<file path="config.mk">
export PLATFORM = sky130hd
export DESIGN_NAME = air_quality_index_aggregator_core_flat
export DESIGN_NICKNAME = d
export VERILOG_FILES = /design/src/rtl/core/aqi_pkg.sv /design/src/rtl/core/aqi_req_if.sv /design/src/rtl/core/aqi_rsp_if.sv /design/src/rtl/core/aqi_div.sv /design/src/rtl/core/aqi_dp.sv /design/src/rtl/core/aqi_ctrl.sv /design/src/rtl/core/air_quality_index_aggregator_core.sv /design/src/flat_wrapper.sv
export SDC_FILE = /design/constraint.sdc
export NUM_CORES = 1
export LEC_CHECK = 0
export BUFFER_PORTS_ARGS = -buffer_cell sky130_fd_sc_hd__buf_2
export CORE_MARGIN = 2
export CORE_UTILIZATION = 25
export CTS_CLUSTER_SIZE = 20
export DETAILED_ROUTE_END_ITERATION = 8
export GPL_ROUTABILITY_DRIVEN = 0
export SKIP_LAST_GASP = 1
export SYNTH_ARGS = -nofsm -noshare
export SYNTH_HDL_FRONTEND = slang
export SYNTH_SLANG_ARGS = --single-unit
export TNS_END_PERCENT = 10
</file>
<file path="constraint.sdc">
create_clock -name clock -period 24.2 [get_ports clock]
set_clock_uncertainty 0.1 [all_clocks]
set_input_delay 7.26 -clock clock [delete_from_list [all_inputs] [get_ports clock]]
set_output_delay 7.26 -clock clock [all_outputs]
set_load 0.05 [all_outputs]
</file>
<file path="src/rtl/core/aqi_pkg.sv">
// ----------------------------------------------------------------------------
// aqi_pkg
// Shared types, constants and the sensor limit table of the air quality
// index aggregator.
// ----------------------------------------------------------------------------
package aqi_pkg;

   // payload widths
   localparam int IDX_W   = 4;
   localparam int READ_W  = 20;
   localparam int BAND_W  = 2;
   localparam int PCT_W   = 7;
   localparam int SCORE_W = 7;
   localparam int IBAND_W = 3;

   // limit and difference width, holds reading minus min without overflow
   localparam int LIM_W  = 21;
   // widest span between min and max of any table row
   localparam int SPAN_W = 19;

   // percent scale and score band thresholds
   localparam int PCT_FULL       = 100;
   localparam int TH_EXCELLENT   = 80;
   localparam int TH_GOOD        = 60;
   localparam int TH_MODERATE    = 40;
   localparam int TH_POOR        = 20;

   // per-sensor band
   typedef enum logic [BAND_W-1:0] {
      SB_GOOD,
      SB_MODERATE,
      SB_POOR,
      SB_DISCONNECTED
   } sband_type;

   // aggregate score band codes
   localparam logic [IBAND_W-1:0] IB_NO_DATA   = 3'd0;
   localparam logic [IBAND_W-1:0] IB_EXCELLENT = 3'd1;
   localparam logic [IBAND_W-1:0] IB_GOOD      = 3'd2;
   localparam logic [IBAND_W-1:0] IB_MODERATE  = 3'd3;
   localparam logic [IBAND_W-1:0] IB_POOR      = 3'd4;
   localparam logic [IBAND_W-1:0] IB_HAZARDOUS = 3'd5;

   // limits of one sensor, in hundredths
   typedef struct packed {
      logic signed [LIM_W-1:0] lo;
      logic signed [LIM_W-1:0] hi;
      logic signed [LIM_W-1:0] good;
      logic signed [LIM_W-1:0] warn;
   } limits_type;

   function automatic limits_type lim_row(input int lo, input int hi,
                                          input int good, input int warn);
      limits_type r;
      r.lo   = LIM_W'(lo);
      r.hi   = LIM_W'(hi);
      r.good = LIM_W'(good);
      r.warn = LIM_W'(warn);
      return r;
   endfunction

   // build-time limit table, spare rows share one generic entry
   function automatic limits_type aqi_limits(input logic [IDX_W-1:0] row);
      limits_type r;
      unique case (row)
         4'd0:    r = lim_row(40000, 500000, 100000, 200000);
         4'd1:    r = lim_row(0, 500000, 100000, 300000);
         4'd2:    r = lim_row(0, 50000, 10000, 25000);
         4'd3:    r = lim_row(0, 10000, 6000, 8000);
         4'd4:    r = lim_row(3200, 12000, 7700, 8600);
         4'd5:    r = lim_row(100, 100000, 3500, 20000);
         4'd6:    r = lim_row(5, 1000, 10, 50);
         4'd7:    r = lim_row(1000, 50000, 5000, 20000);
         4'd8:    r = lim_row(100, 100000, 5000, 30000);
         4'd9:    r = lim_row(100, 50000, 2500, 5000);
         4'd10:   r = lim_row(100000, 500000, 150000, 300000);
         default: r = lim_row(0, 10000, 5000, 7500);
      endcase
      return r;
   endfunction

   // controller states
   typedef enum logic [3:0] {
      ST_IDLE,
      ST_PCT,
      ST_PCT_WAIT,
      ST_SCAN,
      ST_NORM_WAIT,
      ST_AVG,
      ST_AVG_WAIT,
      ST_SCORE,
      ST_EMIT
   } state_type;

   // controller to datapath
   typedef struct packed {
      logic capture;
      logic pct_load;
      logic pct_save;
      logic scan_clear;
      logic norm_load;
      logic scan_step;
      logic avg_load;
      logic score_save;
      logic out_load;
   } cmd_type;

   // datapath to controller
   typedef struct packed {
      logic pct_div;
      logic norm_div;
      logic last;
      logic count_zero;
      logic div_busy;
      logic out_free;
   } status_type;

endpackage

</file>
<file path="src/rtl/core/aqi_req_if.sv">
// ----------------------------------------------------------------------------
// aqi_req_if
// Sensor reading channel: valid, ready and one reading word.
// ----------------------------------------------------------------------------
interface aqi_req_if;
   import aqi_pkg::*;

   logic                     valid;
   logic                     ready;
   logic [IDX_W-1:0]         sensor_index;
   logic signed [READ_W-1:0] reading;
   logic                     present;

   modport source (output valid, output sensor_index, output reading,
                   output present, input ready);
   modport sink   (input valid, input sensor_index, input reading,
                   input present, output ready);
endinterface

</file>
<file path="src/rtl/core/aqi_rsp_if.sv">
// ----------------------------------------------------------------------------
// aqi_rsp_if
// Result channel: valid, ready and one result word.
// ----------------------------------------------------------------------------
interface aqi_rsp_if;
   import aqi_pkg::*;

   logic               valid;
   logic               ready;
   logic               accepted;
   logic [BAND_W-1:0]  sensor_band;
   logic [PCT_W-1:0]   bar_percent;
   logic [SCORE_W-1:0] index_score;
   logic [IBAND_W-1:0] index_band;

   modport source (output valid, output accepted, output sensor_band,
                   output bar_percent, output index_score, output index_band,
                   input ready);
   modport sink   (input valid, input accepted, input sensor_band,
                   input bar_percent, input index_score, input index_band,
                   output ready);
endinterface

</file>
<file path="src/rtl/core/aqi_div.sv">
// ----------------------------------------------------------------------------
// aqi_div
// Radix-2 restoring divider, one quotient bit per cycle. The caller loads a
// partial remainder below the divisor and the remaining dividend bits,
// left aligned; after the given number of steps the quotient sits in quo.
// ----------------------------------------------------------------------------
module aqi_div #(
   parameter int DEN_W = 19,
   parameter int Q_W   = 17,
   parameter int SW    = 5
) (
   input  logic             clock,
   input  logic             reset,
   input  logic             start,
   input  logic [DEN_W-1:0] rem0,
   input  logic [Q_W-1:0]   low,
   input  logic [DEN_W-1:0] den,
   input  logic [SW-1:0]    steps,
   output logic             busy,
   output logic [Q_W-1:0]   quo
);

   logic [DEN_W-1:0] rem_ff, rem_in;
   logic [DEN_W-1:0] den_ff, den_in;
   logic [Q_W-1:0]   q_ff, q_in;
   logic [SW-1:0]    cnt_ff, cnt_in;
   logic             busy_ff, busy_in;
   logic [DEN_W:0]   trial;
   logic [DEN_W:0]   diff;
   logic             ge;

   // one trial subtraction
   always_comb begin
      trial = {rem_ff, q_ff[Q_W-1]};
      diff  = trial - {1'b0, den_ff};
      ge    = trial >= {1'b0, den_ff};
   end

   // load or step
   always_comb begin
      rem_in  = rem_ff;
      den_in  = den_ff;
      q_in    = q_ff;
      cnt_in  = cnt_ff;
      busy_in = busy_ff;
      if (start) begin
         rem_in  = rem0;
         den_in  = den;
         q_in    = low;
         cnt_in  = steps;
         busy_in = 1'b1;
      end else if (busy_ff) begin
         rem_in  = ge ? diff[DEN_W-1:0] : trial[DEN_W-1:0];
         q_in    = {q_ff[Q_W-2:0], ge};
         cnt_in  = cnt_ff - SW'(1);
         busy_in = (cnt_ff != SW'(1));
      end
   end

   // control registers
   always_ff @(posedge clock) begin
      if (reset) begin
         busy_ff <= 1'b0;
         cnt_ff  <= '0;
      end else begin
         busy_ff <= busy_in;
         cnt_ff  <= cnt_in;
      end
   end

   // working registers
   always_ff @(posedge clock) begin
      rem_ff <= rem_in;
      den_ff <= den_in;
      q_ff   <= q_in;
   end

   assign busy = busy_ff;
   assign quo  = q_ff;

endmodule

</file>
<file path="src/rtl/core/aqi_dp.sv">
// ----------------------------------------------------------------------------
// aqi_dp
// Datapath: sensor store, limit lookups, clamping, the shared divider, the
// running sum and count, the score and the result register.
// ----------------------------------------------------------------------------
module aqi_dp #(
   parameter int NUM_SENSORS = 11,
   parameter int FRAC_BITS   = 16
) (
   input  logic                             clock,
   input  logic                             reset,
   input  aqi_pkg::cmd_type                 cmd,
   output aqi_pkg::status_type              stat,
   input  logic [aqi_pkg::IDX_W-1:0]        in_index,
   input  logic signed [aqi_pkg::READ_W-1:0] in_reading,
   input  logic                             in_present,
   input  logic                             rsp_ready,
   output logic                             out_valid,
   output logic                             out_accepted,
   output logic [aqi_pkg::BAND_W-1:0]       out_band,
   output logic [aqi_pkg::PCT_W-1:0]        out_percent,
   output logic [aqi_pkg::SCORE_W-1:0]      out_score,
   output logic [aqi_pkg::IBAND_W-1:0]      out_iband
);
   import aqi_pkg::*;

   localparam int IW     = (NUM_SENSORS > 1) ? $clog2(NUM_SENSORS) : 1;
   localparam int CNT_W  = $clog2(NUM_SENSORS + 1);
   localparam int Q_W    = FRAC_BITS + 1;
   localparam int SUM_W  = FRAC_BITS + 5;
   localparam int SW     = $clog2(Q_W + 1);
   localparam int PROD_W = SPAN_W + PCT_W;
   localparam int SC_W   = Q_W + PCT_W;
   localparam logic [IDX_W:0]   NUM_LIM = (IDX_W + 1)'(NUM_SENSORS);
   localparam logic [Q_W-1:0]   ONE_Q   = {1'b1, {FRAC_BITS{1'b0}}};
   localparam logic [PCT_W-1:0] PCT_MAX = PCT_W'(PCT_FULL);

   // item registers
   logic [IDX_W-1:0]         idx_ff;
   logic signed [READ_W-1:0] raw_ff;
   logic                     present_ff;

   // sensor store
   logic signed [READ_W-1:0] store_ff [NUM_SENSORS];
   logic [NUM_SENSORS-1:0]   flag_ff;

   // scan state
   logic [IW-1:0]    i_ff, i_in;
   logic [SUM_W-1:0] sum_ff;
   logic [CNT_W-1:0] cnt_ff;

   // per item results
   logic               accepted_ff;
   sband_type          band_ff;
   logic [PCT_W-1:0]   pct_ff;
   logic [SCORE_W-1:0] score_ff;
   logic [IBAND_W-1:0] iband_ff;

   // result register
   logic               out_valid_ff;
   logic               out_acc_ff;
   sband_type          out_band_ff;
   logic [PCT_W-1:0]   out_pct_ff;
   logic [SCORE_W-1:0] out_score_ff;
   logic [IBAND_W-1:0] out_iband_ff;

   // item side signals
   limits_type              lim_c;
   logic signed [LIM_W-1:0] v_c, d_c, span_c;
   logic                    in_range_c, item_ok_c, pct_div_c;
   logic [PROD_W-1:0]       prod_c;
   sband_type               band_c;
   logic [PCT_W-1:0]        pct_clamp_c;

   // scan side signals
   limits_type              lim_s;
   logic signed [LIM_W-1:0] v_s, d_s, span_s;
   logic                    flag_s, norm_div_c, last_c;
   logic [Q_W-1:0]          norm_clamp_c;

   // divider ports
   logic             div_start, div_busy;
   logic [SPAN_W-1:0] div_rem0, div_den;
   logic [Q_W-1:0]   div_low, div_quo;
   logic [SW-1:0]    div_steps;

   // score signals
   logic [Q_W-1:0]     inv_c;
   logic [SC_W-1:0]    sc_prod_c;
   logic [SCORE_W-1:0] score_c;
   logic [IBAND_W-1:0] iband_c;

   logic wr_en;

   // reading of the current item against its limits
   always_comb begin
      lim_c      = aqi_limits(idx_ff);
      v_c        = LIM_W'(raw_ff);
      d_c        = v_c - lim_c.lo;
      span_c     = lim_c.hi - lim_c.lo;
      in_range_c = {1'b0, idx_ff} < NUM_LIM;
      item_ok_c  = in_range_c && present_ff;
      pct_div_c  = item_ok_c && (d_c > 0) && (d_c < span_c);
      prod_c     = PROD_W'(d_c[SPAN_W-1:0]) * PROD_W'(PCT_FULL);
      if (!item_ok_c) begin
         band_c = SB_DISCONNECTED;
      end else if (v_c <= lim_c.good) begin
         band_c = SB_GOOD;
      end else if (v_c <= lim_c.warn) begin
         band_c = SB_MODERATE;
      end else begin
         band_c = SB_POOR;
      end
      if (!item_ok_c || d_c <= 0) begin
         pct_clamp_c = '0;
      end else begin
         pct_clamp_c = PCT_MAX;
      end
   end

   // stored sensor under the scan pointer
   always_comb begin
      lim_s      = aqi_limits(IDX_W'(i_ff));
      v_s        = LIM_W'(store_ff[i_ff]);
      d_s        = v_s - lim_s.lo;
      span_s     = lim_s.hi - lim_s.lo;
      flag_s     = flag_ff[i_ff];
      norm_div_c = flag_s && (d_s > 0) && (d_s < span_s);
      norm_clamp_c = (d_s <= 0) ? '0 : ONE_Q;
      last_c     = (i_ff == IW'(NUM_SENSORS - 1));
      i_in       = last_c ? '0 : i_ff + IW'(1);
   end

   // divider operand select
   always_comb begin
      div_start = cmd.pct_load || cmd.norm_load || cmd.avg_load;
      div_rem0  = SPAN_W'(d_s);
      div_low   = '0;
      div_den   = SPAN_W'(span_s);
      div_steps = SW'(FRAC_BITS);
      priority if (cmd.pct_load) begin
         div_rem0  = prod_c[PROD_W-1:PCT_W];
         div_low   = {prod_c[PCT_W-1:0], {(Q_W - PCT_W){1'b0}}};
         div_den   = SPAN_W'(span_c);
         div_steps = SW'(PCT_W);
      end else if (cmd.avg_load) begin
         div_rem0  = SPAN_W'(sum_ff[SUM_W-1:Q_W]);
         div_low   = sum_ff[Q_W-1:0];
         div_den   = SPAN_W'(cnt_ff);
         div_steps = SW'(Q_W);
      end else begin
         div_rem0  = SPAN_W'(d_s);
      end
   end

   aqi_div #(
      .DEN_W (SPAN_W),
      .Q_W   (Q_W),
      .SW    (SW)
   ) u_div (
      .clock (clock),
      .reset (reset),
      .start (div_start),
      .rem0  (div_rem0),
      .low   (div_low),
      .den   (div_den),
      .steps (div_steps),
      .busy  (div_busy),
      .quo   (div_quo)
   );

   // score from the mean
   always_comb begin
      inv_c     = ONE_Q - div_quo;
      sc_prod_c = SC_W'(inv_c) * SC_W'(PCT_FULL);
      if (cnt_ff == '0) begin
         score_c = '0;
      end else begin
         score_c = sc_prod_c[FRAC_BITS+SCORE_W-1:FRAC_BITS];
      end
      if (cnt_ff == '0) begin
         iband_c = IB_NO_DATA;
      end else if (score_c >= SCORE_W'(TH_EXCELLENT)) begin
         iband_c = IB_EXCELLENT;
      end else if (score_c >= SCORE_W'(TH_GOOD)) begin
         iband_c = IB_GOOD;
      end else if (score_c >= SCORE_W'(TH_MODERATE)) begin
         iband_c = IB_MODERATE;
      end else if (score_c >= SCORE_W'(TH_POOR)) begin
         iband_c = IB_POOR;
      end else begin
         iband_c = IB_HAZARDOUS;
      end
   end

   assign wr_en = cmd.capture && ({1'b0, in_index} < NUM_LIM);

   // connected flags
   always_ff @(posedge clock) begin
      if (reset) begin
         flag_ff <= '0;
      end else if (wr_en) begin
         flag_ff[in_index[IW-1:0]] <= in_present;
      end
   end

   // stored readings, only read behind a set flag
   always_ff @(posedge clock) begin
      if (wr_en) begin
         store_ff[in_index[IW-1:0]] <= in_reading;
      end
   end

   // item capture and per item results
   always_ff @(posedge clock) begin
      if (cmd.capture) begin
         idx_ff     <= in_index;
         raw_ff     <= in_reading;
         present_ff <= in_present;
      end
      if (cmd.pct_save) begin
         accepted_ff <= in_range_c;
         band_ff     <= band_c;
         pct_ff      <= pct_div_c ? div_quo[PCT_W-1:0] : pct_clamp_c;
      end
      if (cmd.score_save) begin
         score_ff <= score_c;
         iband_ff <= iband_c;
      end
   end

   // scan pointer, sum and count
   always_ff @(posedge clock) begin
      if (reset) begin
         i_ff   <= '0;
         sum_ff <= '0;
         cnt_ff <= '0;
      end else if (cmd.scan_clear) begin
         i_ff   <= '0;
         sum_ff <= '0;
         cnt_ff <= '0;
      end else if (cmd.scan_step) begin
         i_ff <= i_in;
         if (flag_s) begin
            sum_ff <= sum_ff + SUM_W'(norm_div_c ? div_quo : norm_clamp_c);
            cnt_ff <= cnt_ff + CNT_W'(1);
         end
      end
   end

   // result register valid
   always_ff @(posedge clock) begin
      if (reset) begin
         out_valid_ff <= 1'b0;
      end else if (cmd.out_load) begin
         out_valid_ff <= 1'b1;
      end else if (rsp_ready) begin
         out_valid_ff <= 1'b0;
      end
   end

   // result register word
   always_ff @(posedge clock) begin
      if (cmd.out_load) begin
         out_acc_ff   <= accepted_ff;
         out_band_ff  <= band_ff;
         out_pct_ff   <= pct_ff;
         out_score_ff <= score_ff;
         out_iband_ff <= iband_ff;
      end
   end

   // status back to the controller
   always_comb begin
      stat.pct_div    = pct_div_c;
      stat.norm_div   = norm_div_c;
      stat.last       = last_c;
      stat.count_zero = (cnt_ff == '0);
      stat.div_busy   = div_busy;
      stat.out_free   = !out_valid_ff || rsp_ready;
   end

   assign out_valid    = out_valid_ff;
   assign out_accepted = out_acc_ff;
   assign out_band     = BAND_W'(out_band_ff);
   assign out_percent  = out_pct_ff;
   assign out_score    = out_score_ff;
   assign out_iband    = out_iband_ff;

endmodule

</file>
<file path="src/rtl/core/aqi_ctrl.sv">
// ----------------------------------------------------------------------------
// aqi_ctrl
// Controller: sequences capture, percent division, the scan over the stored
// sensors, the mean division, scoring and the hand-off to the result register.
// ----------------------------------------------------------------------------
module aqi_ctrl (
   input  logic                clock,
   input  logic                reset,
   input  logic                req_valid,
   output logic                req_ready,
   input  aqi_pkg::status_type stat,
   output aqi_pkg::cmd_type    cmd
);
   import aqi_pkg::*;

   state_type state_ff, state_in;

   // state register
   always_ff @(posedge clock) begin
      if (reset) begin
         state_ff <= ST_IDLE;
      end else begin
         state_ff <= state_in;
      end
   end

   // next state
   always_comb begin
      state_in = state_ff;
      unique case (state_ff)
         ST_IDLE: begin
            if (req_valid) state_in = ST_PCT;
         end
         ST_PCT: begin
            state_in = stat.pct_div ? ST_PCT_WAIT : ST_SCAN;
         end
         ST_PCT_WAIT: begin
            if (!stat.div_busy) state_in = ST_SCAN;
         end
         ST_SCAN: begin
            if (stat.norm_div) begin
               state_in = ST_NORM_WAIT;
            end else if (stat.last) begin
               state_in = ST_AVG;
            end
         end
         ST_NORM_WAIT: begin
            if (!stat.div_busy) state_in = stat.last ? ST_AVG : ST_SCAN;
         end
         ST_AVG: begin
            state_in = stat.count_zero ? ST_SCORE : ST_AVG_WAIT;
         end
         ST_AVG_WAIT: begin
            if (!stat.div_busy) state_in = ST_SCORE;
         end
         ST_SCORE: begin
            state_in = ST_EMIT;
         end
         ST_EMIT: begin
            if (stat.out_free) state_in = ST_IDLE;
         end
         default: begin
            state_in = ST_IDLE;
         end
      endcase
   end

   // commands
   always_comb begin
      cmd       = '0;
      req_ready = 1'b0;
      unique case (state_ff)
         ST_IDLE: begin
            req_ready   = 1'b1;
            cmd.capture = req_valid;
         end
         ST_PCT: begin
            cmd.scan_clear = 1'b1;
            cmd.pct_load   = stat.pct_div;
            cmd.pct_save   = !stat.pct_div;
         end
         ST_PCT_WAIT: begin
            cmd.pct_save = !stat.div_busy;
         end
         ST_SCAN: begin
            cmd.norm_load = stat.norm_div;
            cmd.scan_step = !stat.norm_div;
         end
         ST_NORM_WAIT: begin
            cmd.scan_step = !stat.div_busy;
         end
         ST_AVG: begin
            cmd.avg_load = !stat.count_zero;
         end
         ST_AVG_WAIT: begin
         end
         ST_SCORE: begin
            cmd.score_save = 1'b1;
         end
         ST_EMIT: begin
            cmd.out_load = stat.out_free;
         end
         default: begin
         end
      endcase
   end

endmodule

</file>
<file path="src/rtl/core/air_quality_index_aggregator_core.sv">
// ----------------------------------------------------------------------------
// air_quality_index_aggregator_core
// Stores sensor readings and answers each with its band, its bar percent and
// the aggregate air quality score over all connected sensors.
// ----------------------------------------------------------------------------
// One reading word is taken at a time and answered by exactly one result
// word. An item passes through capture and limit checks, a division for the
// bar percent when it needs one, a scan over every stored sensor with a
// division for each connected sensor whose value lies strictly between its
// min and max, a division for the mean when any sensor is connected, and
// scoring and hand-off. Its length is set by the single shared radix-2
// divider, one quotient bit per cycle, used in turn for the percent, each
// normalized value and the mean. A new reading is taken while the previous
// result still waits in the output register. Index values at or above
// NUM_SENSORS are answered with accepted low and leave the store unchanged.
module air_quality_index_aggregator_core #(
   parameter int NUM_SENSORS = 11,
   parameter int FRAC_BITS   = 16
) (
   input logic      clock,
   input logic      reset,
   aqi_req_if.sink   req_bus,
   aqi_rsp_if.source rsp_bus
);
   import aqi_pkg::*;

   cmd_type    cmd;
   status_type stat;

   // control
   aqi_ctrl u_ctrl (
      .clock     (clock),
      .reset     (reset),
      .req_valid (req_bus.valid),
      .req_ready (req_bus.ready),
      .stat      (stat),
      .cmd       (cmd)
   );

   // datapath
   aqi_dp #(
      .NUM_SENSORS (NUM_SENSORS),
      .FRAC_BITS   (FRAC_BITS)
   ) u_dp (
      .clock        (clock),
      .reset        (reset),
      .cmd          (cmd),
      .stat         (stat),
      .in_index     (req_bus.sensor_index),
      .in_reading   (req_bus.reading),
      .in_present   (req_bus.present),
      .rsp_ready    (rsp_bus.ready),
      .out_valid    (rsp_bus.valid),
      .out_accepted (rsp_bus.accepted),
      .out_band     (rsp_bus.sensor_band),
      .out_percent  (rsp_bus.bar_percent),
      .out_score    (rsp_bus.index_score),
      .out_iband    (rsp_bus.index_band)
   );

`ifndef SYNTHESIS
   // one item at a time
   a_one_item: assert property (@(posedge clock) disable iff (reset)
      (req_bus.valid && req_bus.ready) |=> !req_bus.ready)
      else $error("reading taken while another is in work");

   // rejected index answers as disconnected with an empty bar
   a_reject: assert property (@(posedge clock) disable iff (reset)
      (rsp_bus.valid && !rsp_bus.accepted) |->
      (rsp_bus.sensor_band == BAND_W'(SB_DISCONNECTED) && rsp_bus.bar_percent == '0))
      else $error("rejected reading with band or bar set");

   // no data means zero score
   a_no_data: assert property (@(posedge clock) disable iff (reset)
      (rsp_bus.valid && rsp_bus.index_band == IB_NO_DATA) |->
      (rsp_bus.index_score == '0))
      else $error("score present without data");

   // bar and score stay in range
   a_range: assert property (@(posedge clock) disable iff (reset)
      rsp_bus.valid |->
      (rsp_bus.bar_percent <= PCT_W'(PCT_FULL) &&
       rsp_bus.index_score <= SCORE_W'(PCT_FULL)))
      else $error("bar or score above full scale");
`endif

endmodule

</file>
<file path="src/flat_wrapper.sv">
// flat-port wrapper written by rule: the top's interface ports become plain ports
module air_quality_index_aggregator_core_flat import aqi_pkg::*;
#(
   parameter int NUM_SENSORS = 11,
   parameter int FRAC_BITS   = 16
)
  (clock, reset, req_bus_valid, req_bus_sensor_index, req_bus_reading, req_bus_present, req_bus_ready, rsp_bus_valid, rsp_bus_accepted, rsp_bus_sensor_band, rsp_bus_bar_percent, rsp_bus_index_score, rsp_bus_index_band, rsp_bus_ready);
  aqi_req_if req_bus_i ();
  aqi_rsp_if rsp_bus_i ();
  input logic clock;
  input logic reset;
  input wire logic [$bits(req_bus_i.valid)-1:0] req_bus_valid;
  input wire logic [$bits(req_bus_i.sensor_index)-1:0] req_bus_sensor_index;
  input wire logic [$bits(req_bus_i.reading)-1:0] req_bus_reading;
  input wire logic [$bits(req_bus_i.present)-1:0] req_bus_present;
  output wire logic [$bits(req_bus_i.ready)-1:0] req_bus_ready;
  output wire logic [$bits(rsp_bus_i.valid)-1:0] rsp_bus_valid;
  output wire logic [$bits(rsp_bus_i.accepted)-1:0] rsp_bus_accepted;
  output wire logic [$bits(rsp_bus_i.sensor_band)-1:0] rsp_bus_sensor_band;
  output wire logic [$bits(rsp_bus_i.bar_percent)-1:0] rsp_bus_bar_percent;
  output wire logic [$bits(rsp_bus_i.index_score)-1:0] rsp_bus_index_score;
  output wire logic [$bits(rsp_bus_i.index_band)-1:0] rsp_bus_index_band;
  input wire logic [$bits(rsp_bus_i.ready)-1:0] rsp_bus_ready;
  assign req_bus_i.valid = req_bus_valid;
  assign req_bus_i.sensor_index = req_bus_sensor_index;
  assign req_bus_i.reading = req_bus_reading;
  assign req_bus_i.present = req_bus_present;
  assign req_bus_ready = req_bus_i.ready;
  assign rsp_bus_valid = rsp_bus_i.valid;
  assign rsp_bus_accepted = rsp_bus_i.accepted;
  assign rsp_bus_sensor_band = rsp_bus_i.sensor_band;
  assign rsp_bus_bar_percent = rsp_bus_i.bar_percent;
  assign rsp_bus_index_score = rsp_bus_i.index_score;
  assign rsp_bus_index_band = rsp_bus_i.index_band;
  assign rsp_bus_i.ready = rsp_bus_ready;
  air_quality_index_aggregator_core #(.NUM_SENSORS(NUM_SENSORS), .FRAC_BITS(FRAC_BITS)) u_core (.clock(clock), .reset(reset), .req_bus(req_bus_i), .rsp_bus(rsp_bus_i));
endmodule
</file>
## Yosys cells after proc, flatten, opt, wreduce, memory -nomap -nowiden

Memory sizes are Yosys's and may differ from the RTL's. A register that Yosys moved wholly into a read port is not among the register bits.
Cells that the tools add are included.

- Multipliers: 2
- Equality and inequality tests: 16
- Add/sub/neg operators: 10
- Muxes and demuxes: 64
- Reductions and logical operators: 26
- Magnitude comparators: 18

Operator list:

| operator | number |
|---|---|
| $mux W19 | 7 |
| $mux W17 | 6 |
| $mux W4 | 13 |
| $gt A21 B1 Y1 const B | 2 |
| $le A20 B21 Y1 | 2 |
| $le A21 B1 Y1 const B | 2 |
| $lt A21 B21 Y1 | 2 |
| $sub A20 B21 Y21 | 2 |
| $sub A21 B21 Y21 | 2 |
| $pmux W4 S9 | 1 |
| $mul A19 B5 Y24 const B | 1 |
| $add A21 B17 Y21 | 1 |
| $mul A17 B5 Y21 const B | 1 |
| $mux W1 | 21 |
| $mux W7 | 3 |
| $ge A20 B19 Y1 | 1 |
| $sub A19 B19 Y19 | 1 |
| $sub A17 B17 Y17 const A | 1 |
| $eq A4 B3 Y1 const B | 4 |
| $mux W5 | 3 |
| $ge A7 B6 Y1 const B | 2 |
| $bwmux W11 | 1 |
| $lt A4 B5 Y1 const B | 2 |
| $ne A2 B2 Y1 const B | 5 |
| other kinds (25) | 50 |

- Bits in writable memories: 220
- Register bits: 171
- Bits in read-only memories: 2016
- Output and inout port bits: 22
- Word-level logic and storage cells: 165
- Input port bits: 29
- Memories kept: 3

Memory list:

| name | words | width | rd ports | clocked after Yosys merged registers in | write ports | line | source |
|---|---|---|---|---|---|---|---|
| (name not given) | 16 | 63 | 1 | 1 | 0 | aqi_pkg.sv:65 | `unique case (row)` |
| (name not given) | 16 | 63 | 1 | 1 | 0 | aqi_pkg.sv:65 |  |
| u_core.u_dp.store_ff | 11 | 20 | 1 | 1 | 1 | aqi_dp.sv:44 | `logic signed [READ_W-1:0] store_ff [NUM_SENSORS];` |

## Logic depth before layout (Yosys ltp)

- Word-level depth: 8
- Mapped depth: 41
- Gate-level depth less buffers: 38

## By module

A second synthesis with hierarchy kept.

- Cells, all modules: 2706
- Area total of the unflattened synthesis: 29004.1 µm²

By module, submodules not included:

| module | instances | cells each | area each (µm²) | seq. area each (µm²) |
|---|---|---|---|---|
| aqi_dp | 1 | 2301 | 24971.4 | 11000.6 |
| aqi_div | 1 | 352 | 3648.5 | 1771.7 |
| aqi_ctrl | 1 | 53 | 384.1 | 80.1 |

## Worst setup path after synthesis

OpenSTA, ideal clock, no wires.

- Kind: input to register
- Start: input port req_bus_valid
- End: register u_core.u_dp.flag_ff[0]
- Stages: 6
- Path buffers: 1
- Data required time: 23972 ps
- Setup slack: 14078 ps
- Data arrival time: 9895 ps
- Setup time: 128 ps
- Cell sequence: nand2_1 or3_1 clkbuf_1 nor3_1 mux2i_1 nor2_1

- Longest elaborated chain between the ends: 2

RTL lines:

| what | line | source |
|---|---|---|
| start, declared | flat_wrapper.sv:12 | `input wire logic [$bits(req_bus_i.valid)-1:0] req_bus_valid;` |
| $mux W1 | aqi_ctrl.sv:72 | `unique case (state_ff)` |
| $logic_and A1 B1 Y1 | aqi_dp.sv:196 | `assign wr_en = cmd.capture && ({1'b0, in_index} < NUM_LIM);` |
| end signal, assigned by index | aqi_dp.sv:203 | `flag_ff[in_index[IW-1:0]] <= in_present;` |
| end, declared | aqi_dp.sv:45 | `logic [NUM_SENSORS-1:0] flag_ff;` |

No other way between the ends.
A chain may end at the register's enable or synchronous reset.

==> impl_metrics.toml <==
[synth]
synth_cell_types = 99
synth_top_cell_by_area = "sky130_fd_sc_hd__edfxtp_1"
synth_ff_type = "sky130_fd_sc_hd__edfxtp_1"
async_reset_ff_frac = 0
synth.yosys.warnings = 0
postSynthRegisterBits = 472
synth_sequential_area_ratio = 0.448
synth_enable_flop_cells = 340
post-synth-top-area-fraction = 0.356
syn_area_um2 = 28700
syn-instance-count = 2658
synth_top_cells_by_area = "sky130_fd_sc_hd__edfxtp_1, sky130_fd_sc_hd__ha_1, sky130_fd_sc_hd__dfxtp_1"
post_synth.cell_area_avg_um2 = 10.8
postSynthNetCount = 3018

[placement]
post-dp-hpwl_um = 55700
quantity_of_i_o_buffers_inserted_on_ports = 50

[floorplan]
die_w_um = 343
placement_row_count = 124
die_area_um2 = 118000
start_util = 0.252
die_height_um = 343
ioPinCount = 51
floorplan.core_area_um2 = 114000

[finish]
final_common_cell = "sky130_fd_sc_hd__edfxtp_1"
nets = 3078
synthToLayoutAreaGrowth_pct = 13.7
commonest_cells_after_routing_fill_and_taps_aside = "sky130_fd_sc_hd__edfxtp_1, sky130_fd_sc_hd__ha_1, sky130_fd_sc_hd__inv_1"
layout-drive-gt1-share = 0.112
antenna_cells_inserted = 0

[clocking]
cts_root_buffer = "sky130_fd_sc_hd__clkbuf_16"
clock_latency_ps = 650
cts-resized-gates = 0
post-cts-setup-buffer-count = 0
clock_sink_count = 472
buffer_levels_on_the_longest_clock_path = 3
cts_tree = "done"
cts_htree_levels = 2
clk_pin_slew_ps = 70
holdBufCountCts = 0
numCtsBuffers = 50

[timing]
whs_ps = 318
max_freq_mhz = 100
count_of_endpoints_failing_setup_in_the_final_report = 0
timing_worst_slew_pin_value_ps = 1080
finalSetupTns_ps = 0
min_cycle_time_layout_ps = 10000
max_slew_margin = 0.276
finalHoldViolCount = 0
grt_setup_unrepaired = "false"
slew_violations = 0
final.period_utilization = 0.413

[global_route]
globalRoute.totalOverflow = 0
first_pass_grt_wire_length_um = 116000
grt_pass1_vias = 19700
gr-usage-all-layers = 0.126
grt_start_max_net_pins = 45
antenna_found_initial = 11

[power_and_ir_drop]
power.total_uw = 4660
sequential_share_of_power = 0.228
power.ir.vdd_worst_v = 0.000222
sw_frac_of_total = 0.450
p_sw_uw = 2100
power_frac_comb = 0.599
power_per_cell_area_nw_per_um2 = 143
power.clock.fraction = 0.173
cellInternalPower_uw = 2560
p_leak_uw = 0.0128

[worst_setup_path]
worstPathRequired_ps = 24660
timing.critical_path.to_type = "flip-flop"
worstPathMaxFanout = 34
crit_slowest_cell = "sky130_fd_sc_hd__dfxtp_4"
crit_type = "reg2reg"
critical-path-top-cell-by-count = "sky130_fd_sc_hd__a21oi_1"
setup.worst_path.start_class = "flip-flop"
crit_arrival_ps = 10460
cpPeakStageDelay_ps = 730

[drt]
drtIter0Drc = 1654
antenna_left = 0
detail_route.vias_per_cell = 4.74
wl_um = 74900
post_detailed_route_drc_marker_count = 0
firstDrtPassIters = 5
detailroute.via_count = 20200
avgRoutedWirePerCell_um = 17.5

[outcome]
run_status = "complete, no violations"

[run]
max-cap-violations = 0

[hold_path]
min_delay_path_class = "reg2reg"
==> power by group through the flow <==
stage / Sequential [uW] / Combinational [uW] / Clock (uW)
2_1_floorplan: 1050 / 2080 / 0
3_3_place_gp: 1080 / 2750 / 0
3_5_place_dp: 1080 / 2790 / 0
4_1_cts: 1060 / 2810 / 824
5_1_grt: 1070 / 3180 / 856
6_report: 1060 / 2790 / 805
==> critical path, delay by kind of cell, from the launching register on <==
family	cells	cell delay, ps
compound gates	21	5030
fa+ha+maj	5	1350
buf+inv	2	710
flops	1	730
mux	4	1320
simple gates	5	620
==> worst paths after layout <==
| path | start | to | slack (ps) | cells past startpoint |
|---|---|---|---|---|
| setup / recovery | flip-flop | u_core.u_dp.sum_ff[18] | 14200 | 37 |
| hold / removal | u_core.u_dp.accepted_ff | u_core.u_dp.out_accepted | 320 | 0 |
| setup reg to reg | flip-flop | u_core.u_dp.sum_ff[18] | 14200 | 37 |
| hold reg to reg | u_core.u_dp.accepted_ff | u_core.u_dp.out_accepted | 320 | 0 |
==> registers in the layout, indices dropped and copies added (netlist names), 5 cells and up, named ones only <==
signal	count
u_core.u_dp.flag_ff	11
u_core.u_dp.lim_c	52
u_core.u_dp.lim_s	25
u_core.u_dp.out_percent	7
u_core.u_dp.out_score	7
u_core.u_dp.pct_ff	7
u_core.u_dp.raw_ff	20
u_core.u_dp.score_ff	7
u_core.u_dp.store_ff	220
u_core.u_dp.sum_ff	21
u_core.u_dp.u_div.cnt_ff	5
u_core.u_dp.u_div.den_ff	19
u_core.u_dp.u_div.quo	17
u_core.u_dp.u_div.rem_ff	19
==> cell usage after synthesis (all sizes together), types with 7 or more instances <==
master / number
edfxtp: 340
ha: 304
inv: 292
nand2: 176
nor2: 164
dfxtp: 132
o21ai: 131
a21oi: 129
xnor2: 78
clkbuf: 60
nor3: 54
a21o: 46
mux4: 46
xor2: 45
o21a: 40
mux2i: 38
mux2: 37
and2: 36
o211ai: 36
nand3: 35
nand2b: 34
fa: 27
or2: 27
nor2b: 26
or3: 25
and3: 22
nand4: 21
o21bai: 19
a211oi: 18
a31oi: 18
a22o: 16
o31ai: 16
o22ai: 15
buf: 13
nor4: 12
a211o: 11
o32ai: 8
a21boi: 7
a22oi: 7
==> area by class of cell <==
cell class	count	area, um2
repair buffers	81	483
clock buffers	57	1320
multi-input cells	1820	14500
flip-flops and latches	472	12900
inverters	293	1100
clock inverters	37	413
fillers	11800	81400
well taps	1512	1890
==> cells by family (layout without fill, tap and decap cells) <==
| group | Yosys count | in the layout | share of synthesized area |
|---|---|---|---|
| compound gates | 585 | 585 | 0.136 |
| xor+xnor | 124 | 124 | 0.0383 |
| fa+ha+maj | 332 | 332 | 0.152 |
| buf+inv | 366 | 468 | 0.0483 |
| flops | 472 | 472 | 0.448 |
| mux | 121 | 121 | 0.0643 |
| simple gates | 658 | 658 | 0.113 |
==> per-stage QoR <==
step | setup WS, ps | instance area, um2 | util | std cells
after detailed placement | 13760 | 30900 | 0.271 | 4178
after global placement | 13770 | 30900 | 0.271 | 4178
after global routing | 13290 | 32600 | 0.286 | 4272
final | 14200 | 32600 | 0.286 | 4272
after CTS | 14280 | 32600 | 0.286 | 4272
after floorplan | 14080 | 28700 | - | 2658
==> layer usage <==
metal  vias up  track usage  part of all wire
li1       9800            -                 -
met1      9865        0.179              0.48
met2       464        0.204              0.46
met3        90       0.0185             0.049
met4        10       0.0232             0.016
met5         -            0           0.00083
(Power assumes the default switching activity.)
